File: src/adrp_pkg.sv
package adrp_pkg;

    // Byte offset counter width and its saturation value
    localparam int unsigned OFFSET_W = 11;
    localparam logic [OFFSET_W-1:0] OFFSET_MAX = '1;

    // Opcodes
    localparam logic [15:0] OP_DMX       = 16'h5000;
    localparam logic [15:0] OP_POLL      = 16'h2000;
    localparam logic [15:0] OP_POLLREPLY = 16'h2100;

    // Address mask and sequence wildcard
    localparam logic [15:0] NET_SUBNET_MASK = 16'h7FF0;
    localparam logic [7:0]  SEQ_ANY         = 8'hFF;

    // Result kinds
    localparam logic KIND_WRITE  = 1'b0;
    localparam logic KIND_STATUS = 1'b1;

    // Packet status codes
    typedef logic [3:0] t_status;
    localparam t_status ST_DMX_OK     = 4'd0;
    localparam t_status ST_POLL       = 4'd1;
    localparam t_status ST_POLLREPLY  = 4'd2;
    localparam t_status ST_OTHER_OP   = 4'd3;
    localparam t_status ST_SHORT      = 4'd4;
    localparam t_status ST_BAD_ID     = 4'd5;
    localparam t_status ST_SHORT_DMX  = 4'd6;
    localparam t_status ST_WRONG_ADDR = 4'd7;
    localparam t_status ST_BAD_SEQ    = 4'd8;
    localparam t_status ST_PORT_RANGE = 4'd9;

    // Result slots of one byte: eight slot writes, then the status
    localparam int unsigned RES_SLOTS  = 9;
    localparam int unsigned RES_STATUS = 8;
    localparam int unsigned RES_CUR    = 7;

    // Decisions the parser makes for the byte in the input register
    typedef struct packed {
        logic [RES_SLOTS-1:0] emit_mask;
        logic                 burst;
        logic [8:0]           single_chan;
        logic [1:0]           write_port;
        logic [15:0]          write_opcode;
        t_status              status;
        logic [1:0]           status_port;
        logic [15:0]          status_opcode;
    } t_parse_info;

    // Expected header: "Art-Net" and a zero terminator
    function automatic logic [7:0] art_id_byte(input logic [2:0] idx);
        logic [7:0] v;
        case (idx)
            3'd0: v = 8'h41;
            3'd1: v = 8'h72;
            3'd2: v = 8'h74;
            3'd3: v = 8'h2D;
            3'd4: v = 8'h4E;
            3'd5: v = 8'h65;
            3'd6: v = 8'h74;
            default: v = 8'h00;
        endcase
        return v;
    endfunction

endpackage

File: src/adrp_parse.sv
module adrp_parse #(
    parameter int unsigned PORT_COUNT     = 4,
    parameter int unsigned UNIVERSE_SLOTS = 512
) (
    input  logic                   i_clk,
    input  logic                   i_rst_n,
    input  logic                   i_cfg_wr_en,
    input  logic [14:0]            i_cfg_wr_data,
    input  logic [7:0]             i_byte,
    input  logic                   i_eop,
    input  logic                   i_retire,
    input  logic [2:0]             i_rd_idx,
    output adrp_pkg::t_parse_info  o_info,
    output logic [7:0]             o_held_value
);

    localparam int unsigned PORT_W = (PORT_COUNT > 1) ? $clog2(PORT_COUNT) : 1;
    localparam int unsigned OW     = adrp_pkg::OFFSET_W;

    localparam logic [OW-1:0] OFF_OPC_LO  = OW'(8);
    localparam logic [OW-1:0] OFF_OPC_HI  = OW'(9);
    localparam logic [OW-1:0] OFF_MIN_HDR = OW'(11);
    localparam logic [OW-1:0] OFF_SEQ     = OW'(12);
    localparam logic [OW-1:0] OFF_UNI_LO  = OW'(14);
    localparam logic [OW-1:0] OFF_UNI_HI  = OW'(15);
    localparam logic [OW-1:0] OFF_LEN_HI  = OW'(16);
    localparam logic [OW-1:0] OFF_LEN_LO  = OW'(17);
    localparam logic [OW-1:0] OFF_DATA    = OW'(18);
    localparam logic [OW-1:0] OFF_HELD_HI = OW'(24);
    localparam logic [OW-1:0] OFF_RELEASE = OW'(25);

    // Per-packet state
    logic [OW-1:0] r_offset, n_offset;
    logic          r_id_ok, n_id_ok;
    logic [15:0]   r_opcode, n_opcode;
    logic [15:0]   r_universe, n_universe;
    logic [7:0]    r_seq, n_seq;
    logic [15:0]   r_decl_len, n_decl_len;
    logic          r_dmx_acc, n_dmx_acc;
    logic [14:0]   r_local_net;

    // Per-port sequence table and held first slots
    logic [7:0] r_last_seq [PORT_COUNT];
    logic [7:0] r_held [8];

    logic [3:0]        port_nib;
    logic [PORT_W-1:0] port_idx;
    logic [7:0]        last_seq;
    adrp_pkg::t_status verdict;
    logic              accept_rel;
    logic              held_wr;
    logic [OW-1:0]     chan_full;
    logic              single_ok;
    logic [7:0]        burst_bits;

    assign port_nib = r_universe[3:0];
    assign port_idx = port_nib[PORT_W-1:0];
    assign last_seq = r_last_seq[port_idx];

    // Judge address, port range and sequence, in that order
    always_comb begin
        if ((r_universe & adrp_pkg::NET_SUBNET_MASK) != {1'b0, r_local_net}) begin
            verdict = adrp_pkg::ST_WRONG_ADDR;
        end else if ({1'b0, port_nib} >= 5'(PORT_COUNT)) begin
            verdict = adrp_pkg::ST_PORT_RANGE;
        end else if ((r_seq <= last_seq) && (last_seq != adrp_pkg::SEQ_ANY)) begin
            verdict = adrp_pkg::ST_BAD_SEQ;
        end else begin
            verdict = adrp_pkg::ST_DMX_OK;
        end
    end

    assign accept_rel = (r_offset == OFF_RELEASE) && r_id_ok
                        && (r_opcode == adrp_pkg::OP_DMX)
                        && (verdict == adrp_pkg::ST_DMX_OK);
    assign held_wr    = (r_offset >= OFF_DATA) && (r_offset <= OFF_HELD_HI);

    // Capture header fields from the current byte
    always_comb begin
        n_offset   = r_offset;
        n_id_ok    = r_id_ok;
        n_opcode   = r_opcode;
        n_universe = r_universe;
        n_seq      = r_seq;
        n_decl_len = r_decl_len;
        n_dmx_acc  = r_dmx_acc;
        if (r_offset < OFF_OPC_LO) begin
            if (i_byte != adrp_pkg::art_id_byte(r_offset[2:0])) begin
                n_id_ok = 1'b0;
            end
        end else if (r_offset == OFF_OPC_LO) begin
            n_opcode[7:0] = i_byte;
        end else if (r_offset == OFF_OPC_HI) begin
            n_opcode[15:8] = i_byte;
        end else if (r_offset == OFF_SEQ) begin
            n_seq = i_byte;
        end else if (r_offset == OFF_UNI_LO) begin
            n_universe[7:0] = i_byte;
        end else if (r_offset == OFF_UNI_HI) begin
            n_universe[15:8] = i_byte;
        end else if (r_offset == OFF_LEN_HI) begin
            n_decl_len[15:8] = i_byte;
        end else if (r_offset == OFF_LEN_LO) begin
            n_decl_len[7:0] = i_byte;
        end else if (accept_rel) begin
            n_dmx_acc = 1'b1;
        end
        if (r_offset != adrp_pkg::OFFSET_MAX) begin
            n_offset = r_offset + OW'(1);
        end
    end

    // Decide which slot writes this byte releases
    assign chan_full = r_offset - OFF_DATA;
    assign single_ok = (r_offset > OFF_RELEASE) && r_dmx_acc
                       && ({5'd0, chan_full} < r_decl_len)
                       && (chan_full < OW'(UNIVERSE_SLOTS));

    always_comb begin
        for (int k = 0; k < 8; k++) begin
            burst_bits[k] = (16'(k) < r_decl_len) && (OW'(k) < OW'(UNIVERSE_SLOTS));
        end
    end

    always_comb begin
        o_info = '0;
        o_info.burst        = accept_rel;
        o_info.single_chan  = chan_full[8:0];
        o_info.write_port   = r_universe[1:0];
        o_info.write_opcode = r_opcode;
        o_info.emit_mask[adrp_pkg::RES_STATUS] = i_eop;
        if (accept_rel) begin
            o_info.emit_mask[7:0] = burst_bits;
        end else begin
            o_info.emit_mask[adrp_pkg::RES_CUR] = single_ok;
        end
        // End-of-packet status from the state after this byte
        o_info.status_opcode = n_opcode;
        if (r_offset < OFF_MIN_HDR) begin
            o_info.status        = adrp_pkg::ST_SHORT;
            o_info.status_opcode = '0;
        end else if (!n_id_ok) begin
            o_info.status        = adrp_pkg::ST_BAD_ID;
            o_info.status_opcode = '0;
        end else if (n_opcode == adrp_pkg::OP_POLL) begin
            o_info.status = adrp_pkg::ST_POLL;
        end else if (n_opcode == adrp_pkg::OP_POLLREPLY) begin
            o_info.status = adrp_pkg::ST_POLLREPLY;
        end else if (n_opcode != adrp_pkg::OP_DMX) begin
            o_info.status = adrp_pkg::ST_OTHER_OP;
        end else if (r_offset < OFF_RELEASE) begin
            o_info.status = adrp_pkg::ST_SHORT_DMX;
        end else if (n_dmx_acc) begin
            o_info.status      = adrp_pkg::ST_DMX_OK;
            o_info.status_port = r_universe[1:0];
        end else begin
            o_info.status = verdict;
        end
    end

    assign o_held_value = r_held[i_rd_idx];

    // Advance packet state when the byte retires; clear it at packet end
    always_ff @(posedge i_clk) begin
        if (!i_rst_n) begin
            r_offset    <= '0;
            r_id_ok     <= 1'b1;
            r_opcode    <= '0;
            r_universe  <= '0;
            r_seq       <= '0;
            r_decl_len  <= '0;
            r_dmx_acc   <= 1'b0;
            r_local_net <= '0;
            for (int p = 0; p < PORT_COUNT; p++) begin
                r_last_seq[p] <= 8'd1;
            end
        end else begin
            if (i_cfg_wr_en) begin
                r_local_net <= i_cfg_wr_data;
            end
            if (i_retire && accept_rel) begin
                r_last_seq[port_idx] <= r_seq;
            end
            if (i_retire) begin
                if (i_eop) begin
                    r_offset   <= '0;
                    r_id_ok    <= 1'b1;
                    r_opcode   <= '0;
                    r_universe <= '0;
                    r_seq      <= '0;
                    r_decl_len <= '0;
                    r_dmx_acc  <= 1'b0;
                end else begin
                    r_offset   <= n_offset;
                    r_id_ok    <= n_id_ok;
                    r_opcode   <= n_opcode;
                    r_universe <= n_universe;
                    r_seq      <= n_seq;
                    r_decl_len <= n_decl_len;
                    r_dmx_acc  <= n_dmx_acc;
                end
            end
        end
    end

    // Hold the first seven slots until the release byte
    always_ff @(posedge i_clk) begin
        if (i_retire && held_wr) begin
            r_held[chan_full[2:0]] <= i_byte;
        end
    end

endmodule

File: src/artnet_dmx_receive_parser.sv
// An accepted byte waits in the input register; its results go one at a time to the output
// register. Throughput: one byte per cycle while each byte gives at most one result and the
// output does not stall; a byte holds the input register until its last result is sent, up
// to nine for the release byte of an accepted ArtDmx packet (eight slot writes and status).
// Reset: synchronous, active low; clears packet state, the address register and valids,
// and sets every per-port sequence entry to one.
module artnet_dmx_receive_parser #(
    parameter int unsigned PORT_COUNT     = 4,
    parameter int unsigned UNIVERSE_SLOTS = 512
) (
    input  logic        i_clk,
    input  logic        i_rst_n,
    input  logic        i_cfg_wr_en,
    input  logic [14:0] i_cfg_wr_data,
    input  logic        i_valid,
    output logic        o_stall,
    input  logic [7:0]  i_payload_byte,
    input  logic        i_end_of_packet,
    output logic        o_valid,
    input  logic        i_stall,
    output logic        o_result_kind,
    output logic [1:0]  o_universe_port,
    output logic [8:0]  o_channel_index,
    output logic [7:0]  o_slot_value,
    output logic [3:0]  o_packet_status,
    output logic [15:0] o_packet_opcode,
    output logic        o_last_of_run
);

    localparam int unsigned RS = adrp_pkg::RES_SLOTS;

    // Input register
    logic        r_stg_valid;
    logic [7:0]  r_stg_byte;
    logic        r_stg_eop;
    logic [RS-1:0] r_done;

    // Result register
    logic        r_out_valid;
    logic        r_kind;
    logic [1:0]  r_port;
    logic [8:0]  r_chan;
    logic [7:0]  r_value;
    logic [3:0]  r_status;
    logic [15:0] r_opcode;
    logic        r_last;

    adrp_pkg::t_parse_info info;
    logic [7:0]    held_value;
    logic [RS-1:0] remaining;
    logic [RS-1:0] pick_onehot;
    logic [3:0]    pick_idx;
    logic          pick_found;
    logic          is_last;
    logic          out_free;
    logic          emit;
    logic          retire;
    logic          in_acc;

    adrp_parse #(
        .PORT_COUNT     (PORT_COUNT),
        .UNIVERSE_SLOTS (UNIVERSE_SLOTS)
    ) u_parse (
        .i_clk         (i_clk),
        .i_rst_n       (i_rst_n),
        .i_cfg_wr_en   (i_cfg_wr_en),
        .i_cfg_wr_data (i_cfg_wr_data),
        .i_byte        (r_stg_byte),
        .i_eop         (r_stg_eop),
        .i_retire      (retire),
        .i_rd_idx      (pick_idx[2:0]),
        .o_info        (info),
        .o_held_value  (held_value)
    );

    // Pick the lowest result of this byte not yet sent
    assign remaining = info.emit_mask & ~r_done;

    always_comb begin
        pick_found = 1'b0;
        pick_idx   = '0;
        for (int k = RS - 1; k >= 0; k--) begin
            if (remaining[k]) begin
                pick_found = 1'b1;
                pick_idx   = 4'(k);
            end
        end
    end

    assign pick_onehot = RS'(1) << pick_idx;
    assign is_last     = (remaining & ~pick_onehot) == '0;

    // Handshake control
    assign out_free = !r_out_valid || !i_stall;
    assign emit     = r_stg_valid && pick_found && out_free;
    assign retire   = r_stg_valid && (!pick_found || (emit && is_last));
    assign o_stall  = r_stg_valid && !retire;
    assign in_acc   = i_valid && !o_stall;

    // Load the input register and track sent results
    always_ff @(posedge i_clk) begin
        if (!i_rst_n) begin
            r_stg_valid <= 1'b0;
            r_done      <= '0;
        end else begin
            if (in_acc) begin
                r_stg_valid <= 1'b1;
            end else if (retire) begin
                r_stg_valid <= 1'b0;
            end
            if (retire) begin
                r_done <= '0;
            end else if (emit) begin
                r_done <= r_done | pick_onehot;
            end
        end
    end

    always_ff @(posedge i_clk) begin
        if (in_acc) begin
            r_stg_byte <= i_payload_byte;
            r_stg_eop  <= i_end_of_packet;
        end
    end

    // Result register valid
    always_ff @(posedge i_clk) begin
        if (!i_rst_n) begin
            r_out_valid <= 1'b0;
        end else if (emit) begin
            r_out_valid <= 1'b1;
        end else if (!i_stall) begin
            r_out_valid <= 1'b0;
        end
    end

    // Result register payload: status or slot write
    always_ff @(posedge i_clk) begin
        if (emit) begin
            r_last <= is_last;
            if (pick_idx == 4'(adrp_pkg::RES_STATUS)) begin
                r_kind   <= adrp_pkg::KIND_STATUS;
                r_port   <= info.status_port;
                r_chan   <= '0;
                r_value  <= '0;
                r_status <= info.status;
                r_opcode <= info.status_opcode;
            end else begin
                r_kind   <= adrp_pkg::KIND_WRITE;
                r_port   <= info.write_port;
                r_chan   <= info.burst ? {6'd0, pick_idx[2:0]} : info.single_chan;
                r_value  <= (pick_idx == 4'(adrp_pkg::RES_CUR)) ? r_stg_byte : held_value;
                r_status <= adrp_pkg::ST_DMX_OK;
                r_opcode <= info.write_opcode;
            end
        end
    end

    assign o_valid         = r_out_valid;
    assign o_result_kind   = r_kind;
    assign o_universe_port = r_port;
    assign o_channel_index = r_chan;
    assign o_slot_value    = r_value;
    assign o_packet_status = r_status;
    assign o_packet_opcode = r_opcode;
    assign o_last_of_run   = r_last;

    // A status result always closes its byte's run
    a_status_last: assert property (@(posedge i_clk) disable iff (!i_rst_n)
        (o_valid && (o_result_kind == adrp_pkg::KIND_STATUS)) |-> o_last_of_run)
        else $error("status result not marked last");

    // Only results of the current byte are ever marked sent
    a_done_in_mask: assert property (@(posedge i_clk) disable iff (!i_rst_n)
        r_stg_valid |-> ((r_done & ~info.emit_mask) == '0))
        else $error("sent mask outside result mask");

    // Sent mask is clear while the input register is empty
    a_done_idle: assert property (@(posedge i_clk) disable iff (!i_rst_n)
        !r_stg_valid |-> (r_done == '0))
        else $error("sent mask left over");

    // A retired byte leaves no sent results behind
    a_retire_clear: assert property (@(posedge i_clk) disable iff (!i_rst_n)
        retire |=> (r_done == '0))
        else $error("sent mask not cleared on retire");

    // Slot writes stay inside the universe
    a_chan_bound: assert property (@(posedge i_clk) disable iff (!i_rst_n)
        (o_valid && (o_result_kind == adrp_pkg::KIND_WRITE))
            |-> ({1'b0, o_channel_index} < 10'(UNIVERSE_SLOTS)))
        else $error("slot write beyond universe");

endmodule
File: config.mk
export PLATFORM = sky130hd
export DESIGN_NAME = artnet_dmx_receive_parser
export DESIGN_NICKNAME = d
export VERILOG_FILES = /design/src/adrp_pkg.sv /design/src/adrp_parse.sv /design/src/artnet_dmx_receive_parser.sv
export SDC_FILE = /design/constraint.sdc
export NUM_CORES = 1
export LEC_CHECK = 0
export ABC_AREA = 1
export BUFFER_PORTS_ARGS = -buffer_cell sky130_fd_sc_hd__buf_4
export CAP_MARGIN = 20
export CORE_UTILIZATION = 35
export DETAILED_ROUTE_END_ITERATION = 12
export MAX_ROUTING_LAYER = met4
export SYNTH_ARGS = -nofsm -noshare
export SYNTH_HDL_FRONTEND = slang
export SYNTH_SLANG_ARGS = --single-unit
File: constraint.sdc
create_clock -name i_clk -period 14.1 [get_ports i_clk]
set_clock_uncertainty 0.15 [all_clocks]
set_input_delay 2.115 -clock i_clk [delete_from_list [all_inputs] [get_ports i_clk]]
set_output_delay 2.115 -clock i_clk [all_outputs]
set_load 0.005 [all_outputs]
# Yosys cells after proc, flatten, opt, wreduce, memory -nomap -nowiden
# Memory sizes are Yosys's and may differ from the RTL's. A register that Yosys moved wholly into a read port is not among the register bits.
# Index checks and enable logic that the tools add are counted.
# W data, S select, Z words.
dict set report op_classes {
  addsub 2
  magnitude_cmp 18
  n_eq_ne 32
  shifts 1
  mux 104
  bitwise_logic 8
  reduce_logical 46
}
# cell count
set ops {}
lappend ops {{$mux W16} 12}
lappend ops {{$mux W8} 15}
lappend ops {{$mux W15} 5}
lappend ops {{$lt A3 B16 Y1 const A} 4}
lappend ops {{$eq A11 B4 Y1 const B} 5}
lappend ops {{$mux W4} 12}
lappend ops {{$pmux W7 S6} 1}
lappend ops {{$mux W1} 35}
lappend ops {{$eq A11 B5 Y1 const B} 3}
lappend ops {{$eq A16 B14 Y1 const B} 2}
lappend ops {{$lt A1 B16 Y1 const A} 2}
lappend ops {{$lt A2 B16 Y1 const A} 2}
lappend ops {{$mux W3} 8}
lappend ops {{$lt A11 B4 Y1 const B} 2}
lappend ops {{$mux W11} 2}
lappend ops {{$mux W2} 11}
lappend ops {{$mux W7} 3}
lappend ops {{$and A9 B9 Y9} 2}
lappend ops {{$not A9 Y9} 2}
lappend ops {{$eq A16 B15 Y1 const B} 1}
lappend ops {{$logic_and A1 B1 Y1} 16}
lappend ops {{$lt A11 B16 Y1} 1}
lappend ops {{$ne A16 B15 Y1 const B} 1}
lappend ops {{$reduce_or A8 Y1} 2}
lappend ops {{other kinds (37)} 62}
dict set report word_totals {
  ff_bits 144
  mem_bits_rw 96
  in_bits 29
  word_cells 239
  n_memories 2
}
# name depth word_bits read_ports rd_ports_with_merged_regs wr line_no
set memory_table {}
lappend memory_table {u_parse.r_held 8 8 1 0 1 adrp_parse.sv:44} ;# logic [7:0] r_held [8];
lappend memory_table {u_parse.r_last_seq 4 8 1 1 4 adrp_parse.sv:43} ;# logic [7:0] r_last_seq [PORT_COUNT];

# Logic depth before layout (Yosys ltp)
# Gate-level depths: netlist (run 1).
dict set report depth {
  depth_word 31
  mapped_depth 37
  depth_no_buf 35
}

# Hierarchy
# From an unflattened synthesis (run 1), not the netlist that was laid out.
dict set report hier_totals {
  cells_unflattened 1454
  area_unflattened_um2 12164.2
}
# module instances cells_per_inst area_per_inst_um2 seq_area_each_um2
set modules_own_cells {}
lappend modules_own_cells {adrp_parse 1 1164 9380.2 4584.4}
lappend modules_own_cells {artnet_dmx_receive_parser 1 290 2783.9 1721.7}

# Worst setup path after synthesis (run 1)
# Ideal clock, no wire load.
dict set report synth_timing {
  path_type {register to output}
  start {register u_parse.r_offset[1]}
  end {output o_stall}
  arrival_ns 3.132
  t_required_ns 11.835
  slack_ns 8.703
  stages_incl_launch_ff 24
  n_path_buf 0
  cell_sequence {dfxtp_1 -> inv_1 -> ha_1 -> nand2_1 -> nand2_1 -> nand2_1 -> nand2_1 -> nand2_1 -> inv_1 -> ha_1 -> nand3_1 -> a211o_1 -> nand3_1 -> nand2_1 -> nand2_1 -> nand3_1 -> o21ai_2 -> nand4_1 -> nand2_1 -> nand2_1 -> nor2_1 -> nand3_4 -> nand3_1 -> inv_1}
}
dict set report synth_between {
  elab_chain_len 23
  word_cells_on_any_way 42
  cone_classes {1 x add/sub; 3 x order compare; 1 x eq/ne; 1 x shift; 18 x mux; 3 x bitwise; 15 x reduce/logical}
}
# item line_no
set synth_lines {}
lappend synth_lines {{start: declaration} adrp_parse.sv:33} ;# logic [OW-1:0] r_offset, n_offset;
lappend synth_lines {{start signal: assignment} adrp_parse.sv:194} ;# r_offset <= n_offset;
lappend synth_lines {{$sub A11 B5 Y11, or another cell as far along} adrp_parse.sv:114} ;# assign chan_full = r_offset - OFF_DATA;
lappend synth_lines {{$lt A11 B16 Y1, or another cell as far along} adrp_parse.sv:116} ;# && ({5'd0, chan_full} < r_decl_len)
lappend synth_lines {{$logic_and A1 B1 Y1 (on tied branches)} {adrp_parse.sv:116, adrp_parse.sv:74}}
lappend synth_lines {{$logic_and A1 B1 Y1 (on tied branches)} {adrp_parse.sv:117, adrp_parse.sv:75}}
lappend synth_lines {{$mux W1} adrp_parse.sv:132} ;# if (accept_rel) begin
lappend synth_lines {{$and A9 B9 Y9 *} artnet_dmx_receive_parser.sv:77} ;# assign remaining = info.emit_mask & ~r_done;
lappend synth_lines {{$mux W4 (8 in series)} artnet_dmx_receive_parser.sv:83} ;# if (remaining[k]) begin
lappend synth_lines {{$shl A1 B4 Y9} artnet_dmx_receive_parser.sv:90} ;# assign pick_onehot = RS'(1) << pick_idx;
lappend synth_lines {{$not A9 Y9} artnet_dmx_receive_parser.sv:91} ;# assign is_last = (remaining & ~pick_onehot) == '0;
lappend synth_lines {{$and A9 B9 Y9} artnet_dmx_receive_parser.sv:91}
lappend synth_lines {{$logic_not A9 Y1} artnet_dmx_receive_parser.sv:91}
lappend synth_lines {{$logic_and A1 B1 Y1} artnet_dmx_receive_parser.sv:96} ;# assign retire = r_stg_valid && (!pick_found || (emit && is_last));
lappend synth_lines {{$logic_or A1 B1 Y1 *} artnet_dmx_receive_parser.sv:96}
lappend synth_lines {{$logic_and A1 B1 Y1 *} artnet_dmx_receive_parser.sv:96}
lappend synth_lines {{$logic_not A1 Y1 *} artnet_dmx_receive_parser.sv:97} ;# assign o_stall = r_stg_valid && !retire;
lappend synth_lines {{$logic_and A1 B1 Y1 *} artnet_dmx_receive_parser.sv:97}
lappend synth_lines {{end: declaration} artnet_dmx_receive_parser.sv:16} ;# output logic o_stall,
# Mark *: on every way between the ends. The rest lies on a longest branch, timed or not.

==> results.txt, run 1 <==
Entering global routing, the biggest net connects 52 pins. TritonCTS built the clock tree. The HPWL after detailed placement is 21800 um. The final-report hold violation count was 0. The data arrival time at the worst-slack endpoint came out at 4.65 ns. The die outline area is 0.0344 mm^2.

Global routing consumed, on the met1 layer, 25.6% of the routing resources. The average detailed-routed wire length per instance came out at 16.1 um. The floorplan has 66 rows. The share of power burned in the clock network came out at 44.3%. In this run the clock root is driven by a sky130_fd_sc_hd__clkbuf_16. The net count after synthesis came out at 1465. The slew at the pin with the worst max-slew slack is 1.02 ns. Detailed routing inserted a total of 9607 vias.

The number of detailed-routing iterations run before antenna repair came out at 6. The synthesis-to-layout area growth came out at 15.6%. The weighted congestion reported at the end of routability-driven placement came out at 0.949.

The number of violations of the max-capacitance limit came out at 0. The die is 185 um tall. The share of post-route cells with drive strength above 1 is 11.8%.

The largest fanout of any net on the critical path is 21. The via count of the first global-routing pass came to 8743. The flow ran to the end, and the final reports show no timing, DRC or antenna violations.

The type of the worst setup path is reg -> out. For this design, the CTS-stage hold fixing added 0 buffers. The post-cts gate resize count is 0. For this design the top-level I/O count stands at 72.

The global routing stage identified its most utilized layer as met2. The critical path launch point type is a flop. Setup violations remaining at the end of the flow were counted as 0.

The count of final max-slew check failures is 0. The dominant cell type by count on the critical path is sky130_fd_sc_hd__nand2_1. The total congestion overflow is 0. The overall routed net length is 31100 um. The number of distinct library cells after synthesis is 54.

The fraction of the yosys area taken by sequential cells came out at 51.5%. The fill cell instance count of the final layout came out at 3322. The number of buffer cells added on primary ports came out at 71. The net switching power is 370 uW. The number of post-CTS setup repair buffers came out at 0. The post-synthesis sequential element count is 234. The met2 track demand over resource in global routing is 29.3%. For met3 alone, demand over resource in global routing was 2.31%. After floorplanning, the core was sized to cover 0.0329 mm^2. The worst-case vdd ir drop came out at 0.0000779 V. The ratio of final minimum period to clock period is 49.0%. Leaving out fill and tap cells, the most frequent cells in the layout are 330 x sky130_fd_sc_hd__nand2_1, 193 x sky130_fd_sc_hd__inv_1, 179 x sky130_fd_sc_hd__nor2_1. The number of DRC violations after detailed-routing iteration 0 is 760. The number of clock sinks came out at 234. The worst setup path is captured at a primary output. 0 antenna diodes ended up in the layout. Leaving out fill and tap cells, the most frequent cell in the layout is sky130_fd_sc_hd__nand2_1.

The worst register-to-register path ends at u_parse.r_held[3][7]$_DFFE_PP_. The initial cell density of the core is 35.8%. The endpoint of the worst setup timing path is o_stall. The wire length of the first global-routing pass came out at 48600 um. The level count of the clock H-tree is 1. For flop-to-flop paths, the worst setup slack is 8.19 ns. The total leakage power is 0.00566 uW. The mapped cell area is 0.0118 mm^2. The maximum count of clock buffers along a single path is 3. The final critical-path required period is 6.91 ns. From left edge to right edge, the die measures 185 um. The worst pin sits at a relative slew slack of 32.2%. The placed instances occupy a cell area of 0.0127 mm^2. In this run the power density over the cells is 114 mW/mm^2. For this run, the leading register cell type out of synthesis is sky130_fd_sc_hd__edfxtp_1. The setup TNS is 0 ns. The slowest stage of the critical path belongs to the cell sky130_fd_sc_hd__dfxtp_1. The cell-internal power is 1190 uW. The finished cells cover 0.0136 mm^2. On the worst path, the slowest cell contributes a delay of 0.73 ns. The utilization of the core after routing is 41.4%. Setup repair after global routing left no endpoint under its margin. The clock insertion delay at the later pin of the skew report came out at 0.54 ns. The proportion of power drawn by combinational gates is 7.1%. The fraction of registers with async set or reset after synthesis came out at 0%. The net switching share of the total power came out at 23.7%. The clock transition at the registers of the reported paths came out at 0.06 ns.

The power share of the sequential group is 48.6%. The number of instances in the synthesized netlist is 1409. The number of nets in the finished design is 1531. The average cell area after synthesis is 8.36 um^2. The average vias per placed instance is 4.96. Global routing used 18.7% of the available tracks across all layers. Yosys mapped a number of flops with a built-in enable equal to 138. The number of synthesis warnings came out at 0. The initial antenna violation count was 0. The residual DRC count came out at 0. The tightest min-delay check is of the reg -> reg type. The TritonCTS buffer count came out at 26. The cell count of the worst reg-to-reg path came out at 30. STA puts the critical path data required time at 11.84 ns. The count of nets left with antenna violations once routing finished came out at 0. Derived from the worst setup path, the maximum achievable clock frequency is 145 MHz.
-- power groups by stage --
stage / clock, uW / combinational, uW / sequential, uW
final: 689 / 110 / 757
after global placement: 0 / 108 / 772
after floorplan: 0 / 72.8 / 765
after global routing: 729 / 123 / 759
after CTS: 704 / 110 / 757
after detailed placement: 0 / 109 / 772
-- logic make-up after synthesis --
family                     count (synthesis)  share of synthesized area (%)
DFF                                      234                           51.5
xor gates and xnor gates                  15                           1.11
buffers and inverters                    252                           8.35
AOI/OAI and AO/OA                        189                           9.45
adders and majority gates                 27                           2.87
and+or+nand+nor                          692                           26.7
-- critical path: cells and delay by family, from the launching register on --
kind                     cells  cell delay [ns]
AND/OR/NAND/NOR             18             1.91
flip-flops                   1             0.73
buffers and inverters        7             0.87
AO/OA/AOI/OAI                2             0.28
adder cells (fa/ha/maj)      1             0.30
-- synth_stat cells (all sizes together) (5+ instances only) --
library cell	count	area (um^2)
a21oi	68	352
nor2	187	774
buf	19	106
edfxtp	138	4140
a221oi	8	70.1
o21ai	58	294
o22ai	16	100
nor4	9	56.3
dfxtp	96	1920
nand2	345	1380
o31ai	15	113
inv	207	780
nand3	102	588
ha	27	338
nor3	21	146
nand4	24	178
clkbuf	22	82.6
o21bai	5	37.5
xor2	11	96.3
-- how the worst min path moves through the flow --
stage	start	to	cells after the start
floorplan	r_done[4]$_SDFFE_PP0P_	r_done[4]$_SDFFE_PP0P_	2
global placement	r_done[8]$_SDFFE_PP0P_	r_done[8]$_SDFFE_PP0P_	2
detailed placement	r_done[8]$_SDFFE_PP0P_	r_done[8]$_SDFFE_PP0P_	2
CTS	r_done[8]$_SDFFE_PP0P_	r_done[8]$_SDFFE_PP0P_	2
global route	r_done[8]$_SDFFE_PP0P_	r_done[8]$_SDFFE_PP0P_	2
finish	r_done[8]$_SDFFE_PP0P_	r_done[8]$_SDFFE_PP0P_	2
-- state kept, by name, indices dropped and copies added, names as in the netlist, 2 cells and up, named ones only --
| signal | cells |
|---|---|
| u_parse.r_decl_len | 16 |
| o_channel_index | 9 |
| u_parse.r_opcode | 16 |
| o_universe_port | 2 |
| u_parse.r_held | 56 |
| o_packet_opcode | 16 |
| u_parse.r_seq | 8 |
| u_parse.r_last_seq | 32 |
| u_parse.r_universe | 15 |
| r_done | 9 |
| o_slot_value | 8 |
| u_parse.r_local_net | 15 |
| u_parse.r_offset | 11 |
| o_packet_status | 4 |
| r_stg_byte | 8 |
-- routing by layer --
layer	wire length (um)	part of all wire, %
met1	14400	46
met2	14300	46
met3	1810	5.8
met4	573	1.8
met5	0	0
-- metrics by stage --
| step | setup WS (ns) | std cells | hold WS [ns] | total power [uW] |
|---|---|---|---|---|
| final | 7.19 | 1936 | 0.314 | 1560 |
| after global routing | 6.78 | 1936 | 0.324 | 1610 |
| after CTS | 6.72 | 1935 | 0.312 | 1570 |
| after detailed placement | 7.29 | 1888 | 0.298 | 881 |
| after global placement | 7.45 | 1888 | 0.296 | 880 |
| after floorplan | 8.70 | 1409 | 0.276 | 838 |
-- final cells by class --
cell class                 instances  area (um^2)  share of cell area [%]
sequential                       234         6070                    44.5
multi-input combinational        923         4730                    34.8
inverter                         211          795                    5.83
clock buffer                      32          704                    5.17
timing repair buffer              79          606                    4.45
tap                              442          553                    4.06
clock inverter                    15          161                    1.19
Note: power is estimated with default switching activity, not from simulation.
==> run 2: changes to the inputs <==
==> constraint.sdc (replaced) <==
create_clock -name i_clk -period 6.8 [get_ports i_clk]
set_clock_uncertainty 0.15 [all_clocks]
set_input_delay 1.02 -clock i_clk [delete_from_list [all_inputs] [get_ports i_clk]]
set_output_delay 1.02 -clock i_clk [all_outputs]
set_load 0.005 [all_outputs]
==> run 2 against run 1 <==
  * Hold slack lost 0.0054 ns
  * Global-route usage rose by 0.29 points
  * Register-to-register slack worse by 7.1 ns
  * Sequential share of layout area about the same
  * Sequential power is 110% higher
  * Die area stayed put
  * First-iteration DRC count increased by 2.5%
  * Critical path type unchanged
  * Critical endpoint unchanged
  * Largest cell class unchanged
==> results.txt, run 2 (synthesis results as in run 1) <==
The count of nets left with antenna violations once routing finished came out at 0. Setup repair after global routing left no endpoint under its margin. The startpoint of the worst setup timing path is u_parse.r_offset[1]$_SDFFE_PN0P_. The cell count of the worst hold path is 2. The share of post-route cells with drive strength above 1 came out at 11.8%. The power density over the cells came out at 240 mW/mm^2. The wire length of the first global-routing pass is 49100 um.

STA puts the critical path data required time at 5.63 ns. The ratio of final minimum period to clock period came out at 87.1%. The die outline area is 0.0344 mm^2. The initial antenna violation count is 0. The largest net degree at the start of global routing is 51. The most critical setup path has its endpoint at o_stall. The worst flop-to-flop path endpoint is u_parse.r_held[0][1]$_DFFE_PP_. The flow ran to the end, and the final reports show no timing, DRC or antenna violations. The tree built by TritonCTS fans out to 234 sinks.

The final critical-path required period came out at 5.92 ns. The maximum count of clock buffers along a single path came out at 3. The weighted congestion reported at the end of routability-driven placement came out at 0.952. The number of flip-flops in the largest register is 56.

The number of violations of the max-capacitance limit came out at 0. The core area is 0.0329 mm^2. The worst setup path is launched from a flop. The TritonCTS buffer count came out at 27. The endpoint class of the critical path is a primary output. The net switching power is 779 uW. The normalized max-slew margin came out at 32.4%.

The type of the worst setup path is reg -> out. VDD sags by at most 0.000175 V. The final-report hold violation count is 0. The post-route standard cell area excluding fillers is 0.0136 mm^2.

The clock tree root buffer cell is sky130_fd_sc_hd__clkbuf_16. The later pin in the worst-skew pair is clocked with a latency of 0.55 ns. The share of power burned in the clock network came out at 45.0%. The y dimension of the die came out at 185 um.

The min-delay analysis places its worst path in the category reg -> reg. Global routing finished with a remaining overflow of 0. Of all nets on the critical path, the largest fanout is 17. The worst register-to-register path begins at u_parse.r_offset[1]$_SDFFE_PN0P_. The utilization of the core after routing is 41.5%. The residual DRC count came out at 0. The total leakage power came out at 0.00567 uW. The count of final max-slew check failures is 0. The cts-stage hold buffer count is 0. TritonCTS built the clock tree. The clock transition at the registers of the reported paths came out at 0.06 ns. For this configuration, the core starts out at a cell density of 35.8%. For the pin with the worst max-slew slack, the measured transition is 1.01 ns. Using the TritonRoute via totals, the vias-per-cell ratio works out to 4.99. The average detailed-routed wire length per instance is 16.1 um.

The data arrival time at the worst-slack endpoint is 4.75 ns. The I/O pin count came out at 72. After routing, the total negative slack on setup checks comes to 0 ns.

In this run the register-to-register setup slack is 1.05 ns. The number of nets in the finished design came out at 1531. The level count of the clock H-tree came out at 1. Derived from the worst setup path, the maximum achievable clock frequency is 169 MHz. The final route contains 9677 vias. The cell count of the worst reg-to-reg path came out at 29.

The proportion of power drawn by combinational gates came out at 6.9%. The total global routing track utilization came out at 19.0%. The via count of the first global-routing pass is 8992. The post-cts gate resize count came out at 0. Of the total power, the share spent switching nets is 23.8%. Internal power comes to 2490 uW. The repair_antennas step left the layout with diodes totalling 0.

Measured along the x axis, the die boundary spans 185 um. The worst hold slack across all endpoints is 0.308 ns. The number of endpoints failing setup at the final stage came out at 0. The overall routed net length is 31200 um. The row count came out at 66. In this run the tool buffered the top-level ports with 71 buffer cells. Once placement finished, the instance area stood at 0.0127 mm^2.

The number of post-CTS setup repair buffers is 0. The synthesis-to-layout area growth came out at 15.7%. After the first detailed-routing iteration, the DRC count stood at 779. The power share of the sequential group is 48.1%. The library cell used most frequently in the layout, excluding fill and tap cells, is sky130_fd_sc_hd__nand2_1. The top cell types in the final layout, fill and taps aside, are 330 x sky130_fd_sc_hd__nand2_1, 193 x sky130_fd_sc_hd__inv_1, 179 x sky130_fd_sc_hd__nor2_1.

For this run, the detailed router's first-pass iteration total came to 6. The HPWL after detailed placement came out at 22200 um.
run 2: metrics by stage:
stage | power (uW) | cells | setup slack (ns)
after global routing | 3390 | 1938 | 0.436
after detailed placement | 1830 | 1888 | 1.07
after global placement | 1820 | 1888 | 1.19
final | 3270 | 1938 | 0.876
after floorplan | 1740 | 1409 | 2.26
after CTS | 3290 | 1938 | 0.905
run 2: worst max-delay path, cell delays in order (launching register included):
cell and delay, ns:
sky130_fd_sc_hd__dfxtp_1 0.57, sky130_fd_sc_hd__inv_1 0.25, sky130_fd_sc_hd__ha_1 0.31, sky130_fd_sc_hd__nand2_1 0.13, sky130_fd_sc_hd__nand2_1 0.15, sky130_fd_sc_hd__nand3_1 0.18
sky130_fd_sc_hd__nand2_1 0.09, sky130_fd_sc_hd__ha_1 0.31, sky130_fd_sc_hd__a21oi_1 0.16, sky130_fd_sc_hd__o21a_1 0.14, sky130_fd_sc_hd__nand2_1 0.05, sky130_fd_sc_hd__nand2_1 0.05
sky130_fd_sc_hd__nand3_1 0.13, sky130_fd_sc_hd__nand2_1 0.14, sky130_fd_sc_hd__nand2_1 0.09, sky130_fd_sc_hd__nand3_1 0.18, sky130_fd_sc_hd__nand2_2 0.14, sky130_fd_sc_hd__inv_4 0.18
sky130_fd_sc_hd__nand3_2 0.14, sky130_fd_sc_hd__nand2_1 0.08, sky130_fd_sc_hd__nand2_1 0.05, sky130_fd_sc_hd__clkinv_1 0.05, sky130_fd_sc_hd__nand2_2 0.07, sky130_fd_sc_hd__nor2_4 0.10
sky130_fd_sc_hd__nand3_4 0.10, sky130_fd_sc_hd__nand3_1 0.14, sky130_fd_sc_hd__inv_1 0.09, sky130_fd_sc_hd__buf_4 0.14
run 2: layout make-up:
class / count / area [um^2]
Tap cell: 442 / 553
Multi-Input combinational cell: 923 / 4730
Sequential cell: 234 / 6070
Fill cell: 3364 / 19200
Inverter: 211 / 795
Clock inverter: 14 / 161
Timing Repair Buffer: 78 / 586
Clock buffer: 36 / 739
run 2: how the worst min path moves through the flow:
stage	end	from
floorplan	r_done[4]$_SDFFE_PP0P_	r_done[4]$_SDFFE_PP0P_
global placement	r_done[8]$_SDFFE_PP0P_	r_done[8]$_SDFFE_PP0P_
detailed placement	r_done[8]$_SDFFE_PP0P_	r_done[8]$_SDFFE_PP0P_
CTS	r_done[8]$_SDFFE_PP0P_	r_done[8]$_SDFFE_PP0P_
global route	u_parse.r_seq[0]$_SDFFE_PN0P_	u_parse.r_seq[0]$_SDFFE_PN0P_
finish	r_done[8]$_SDFFE_PP0P_	r_done[8]$_SDFFE_PP0P_
run 2: power groups by stage:
| stage | registers [uW] | logic [uW] | clock network, uW |
|---|---|---|---|
| floorplan | 1590 | 151 | 0 |
| global placement | 1600 | 222 | 0 |
| detailed placement | 1600 | 223 | 0 |
| CTS | 1570 | 225 | 1500 |
| global route | 1580 | 252 | 1560 |
| finish | 1570 | 224 | 1470 |
run 2: routing by layer:
| metal | GRT usage [%] | vias up | wire length (um) |
|---|---|---|---|
| met5 | - | - | 0 |
| met4 | 6.51 | 0 | 977 |
| met3 | 2.74 | 72 | 1680 |
| met2 | 29.4 | 311 | 14300 |
| met1 | 25.4 | 4514 | 14300 |
| li1 | - | 4780 | - |
==> run 3: changes to the inputs <==
--- a/config.mk
+++ b/config.mk
@@ -11,6 +11,8 @@
 export CORE_UTILIZATION = 35
 export DETAILED_ROUTE_END_ITERATION = 12
 export MAX_ROUTING_LAYER = met4
+export PLACE_DENSITY = 0.55
 export SYNTH_ARGS = -nofsm -noshare
 export SYNTH_HDL_FRONTEND = slang
 export SYNTH_SLANG_ARGS = --single-unit
+export TNS_END_PERCENT = 50
==> run 3 against run 2 <==
  * Maximum frequency down 0.96%
  * Setup slack worse by 0.058 ns
  * Clock power down 4%
  * Final area down 0.21%
  * Sequential share of layout area up 0.094 points
  * Sequential power about the same
  * Utilization down 0.087 points
  * Combinational power up 3%
  * Die area unchanged
  * Routed wire length up 2.8%
  * Global-route usage up 0.33 points
  * Hold slack worse by 0.0081 ns
  * Largest power group unchanged
==> results.txt, run 3 (synthesis results as in run 1) <==
The average vias per placed instance is 4.90. The weighted congestion reported at the end of routability-driven placement came out at 0.888. Detailed placement ended at an HPWL of 22800 um. The path class of the tightest hold or removal check is reg -> reg. The net switching power is 760 uW.

The residual antenna-violating net count after detailed routing is 0. The average detailed-routed wire length per instance is 16.6 um. The initial cell density of the core came out at 35.8%. The horizontal die dimension is 185 um. The startpoint identified for the worst hold timing path is r_done[8]$_SDFFE_PP0P_.

The largest stage delay on the critical path is 0.55 ns. The launch instance of the worst register-to-register path is u_parse.r_offset[1]$_SDFFE_PN0P_. After detailed routing, the total wire length is 32100 um.

The setup TNS came out at 0 ns. The row count came out at 66. STA classifies the critical path endpoint as a primary output. The critical path launch point type is a flop. The number of nets in the finished design is 1532. The cts-stage hold buffer count came out at 0. The die covers 0.0344 mm^2. The CTS tree is done. The core area came out at 0.0329 mm^2. The worst-case vdd ir drop is 0.000168 V.

Leaving out fill and tap cells, the most frequent cell in the layout is sky130_fd_sc_hd__nand2_1. Among the stages of the critical path, the cell type that occurs most often is sky130_fd_sc_hd__nand2_1. Leaving out fill and tap cells, the most frequent cells in the layout are 330 x sky130_fd_sc_hd__nand2_1, 193 x sky130_fd_sc_hd__inv_1, 179 x sky130_fd_sc_hd__nor2_1. The minimum setup slack in the final design came out at 0.819 ns. The number of DRC violations after detailed-routing iteration 0 is 624.

The ratio of final minimum period to clock period is 88.0%. The count of final max-slew check failures came to 0. The I/O pin count is 72.

The cell count of the worst hold path is 2. The residual DRC count came out at 0. The share of power burned in the clock network is 44.0%. The post-place setup slack is 1.13 ns.

The clock insertion delay at the later pin of the skew report came out at 0.53 ns. For the finished layout, the period the worst path requires is 5.98 ns. Setup violations remaining at the end of the flow were counted as 0.

Across the run, the number of max-cap violations was 0. Once the clock tree was built, the setup fixing pass inserted 0 buffers. The register with the most flip-flops in the layout has 56 of them.

The cell count of the worst reg-to-reg path is 29. Setup repair after global routing left no endpoint under its margin. The worst path required time came out at 5.63 ns. The worst hold slack across all endpoints came out at 0.300 ns. The largest fanout of any net on the critical path is 17.

The tree is rooted in a sky130_fd_sc_hd__clkbuf_16. The critical path is of the reg -> out type. On the critical path, the stage with the largest delay is an instance of sky130_fd_sc_hd__dfxtp_1. The cell-internal power is 2450 uW. Dividing total power by cell area gives a power density of 236 mW/mm^2. The repair_antennas step left the layout with diodes totalling 0. During placement, the flow inserted port buffers numbering 71. The TritonCTS buffer count came out at 26. The endpoint identified for the worst register-to-register timing path is u_parse.r_held[0][6]$_DFFE_PP_. The count of vias placed by the detailed router is 9501. Of the cells placed in the final design, the portion with a size suffix greater than 1 is 11.8%. For the pin with the worst max-slew slack, the measured transition is 1.05 ns.

The number of buffers and inverters on the critical path came out at 5. The y dimension of the die is 185 um. For flop-to-flop paths, the worst setup slack is 1.07 ns. After clock tree synthesis, the clock-pin slew on the worst setup and hold paths is 0.06 ns. Entering global routing, the biggest net connects 51 pins. The total leakage power came out at 0.00565 uW.

The initial antenna violation count came out at 0. Combinational logic is responsible for 7.2% of the overall power. The total congestion overflow is 0. For this run, the top clock speed supported by timing is 167 MHz. The maximum count of clock buffers along a single path is 3. The normalized max-slew margin came out at 29.8%. The wire length of the first global-routing pass is 49600 um. The net switching share of the total power is 23.7%. The synthesis-to-layout area growth is 15.5%. At the worst endpoint, the arrival time is 4.81 ns. The number of detailed-routing iterations run before antenna repair is 5.

The power share of the sequential group is 48.8%. The level count of the clock H-tree came out at 1. The via count of the first global-routing pass came out at 8947. For hold timing, the worst endpoint is r_done[8]$_SDFFE_PP0P_. The total global routing track utilization came out at 19.3%. The final-report hold violation count is 0. Clock tree synthesis found a total of 234 sinks. The gate family responsible for the most delay along the worst path is simple AND/OR/NAND/NOR gates. The run finished with clean final reports.

Post-CTS repair changed the size of 0 cells.
run 3: how the worst max path moves through the flow:
stage	slack (ns)	endpoint	from	depth (start not counted)
5_1_grt	0.41	o_stall	u_parse.r_offset[1]$_SDFFE_PN0P_	27
6_report	0.82	o_stall	u_parse.r_offset[1]$_SDFFE_PN0P_	27
3_3_place_gp	1.26	u_parse.r_held[0][0]$_DFFE_PP_	u_parse.r_offset[1]$_SDFFE_PN0P_	28
2_1_floorplan	2.26	o_channel_index[0]$_SDFFCE_PP0P_	u_parse.r_offset[1]$_SDFFE_PN0P_	20
4_1_cts	0.84	o_stall	u_parse.r_offset[1]$_SDFFE_PN0P_	26
3_5_place_dp	1.13	u_parse.r_held[3][6]$_DFFE_PP_	u_parse.r_offset[1]$_SDFFE_PN0P_	28
run 3: final cells by class:
cell class / instances / area (um^2)
clock inverters: 10 / 110
flip-flops and latches: 234 / 6070
repair buffers: 80 / 601
inverters: 211 / 795
fillers: 3389 / 19300
multi-input cells: 923 / 4730
clock buffers: 38 / 747
well taps: 442 / 553
run 3: tightest hold or removal path: stages, from the launching register on:
cell	delay [ns]
sky130_fd_sc_hd__dfxtp_1	0.31
sky130_fd_sc_hd__inv_1	0.05
sky130_fd_sc_hd__a21oi_1	0.05
run 3: metrics by stage:
step	utilization, %	area (um^2)	total power [uW]	instances
after global routing	41.4	13600	3320	1938
after CTS	41.4	13600	3240	1938
after detailed placement	38.8	12700	1830	1890
final	41.4	13600	3210	1938
after floorplan	-	11800	1740	1409
after global placement	38.8	12700	1830	1890
run 3: routing by layer:
metal  wire length [um]  part of all wire, %  track usage [%]  vias to the layer above
met5                  0                    0                -                        -
li1                   -                    -                -                     4793
met3               2030                  6.3             3.37                       52
met4                772                  2.4             5.19                        0
met2              14100                   44             29.4                      284
met1              15200                   47             26.4                     4372
run 3: power by group through the flow:
stage | sequential, uW | combinational (uW) | clock, uW
final | 1570 | 231 | 1410
after detailed placement | 1600 | 233 | 0
after CTS | 1570 | 234 | 1440
after global routing | 1570 | 261 | 1490
after global placement | 1600 | 231 | 0
after floorplan | 1590 | 151 | 0
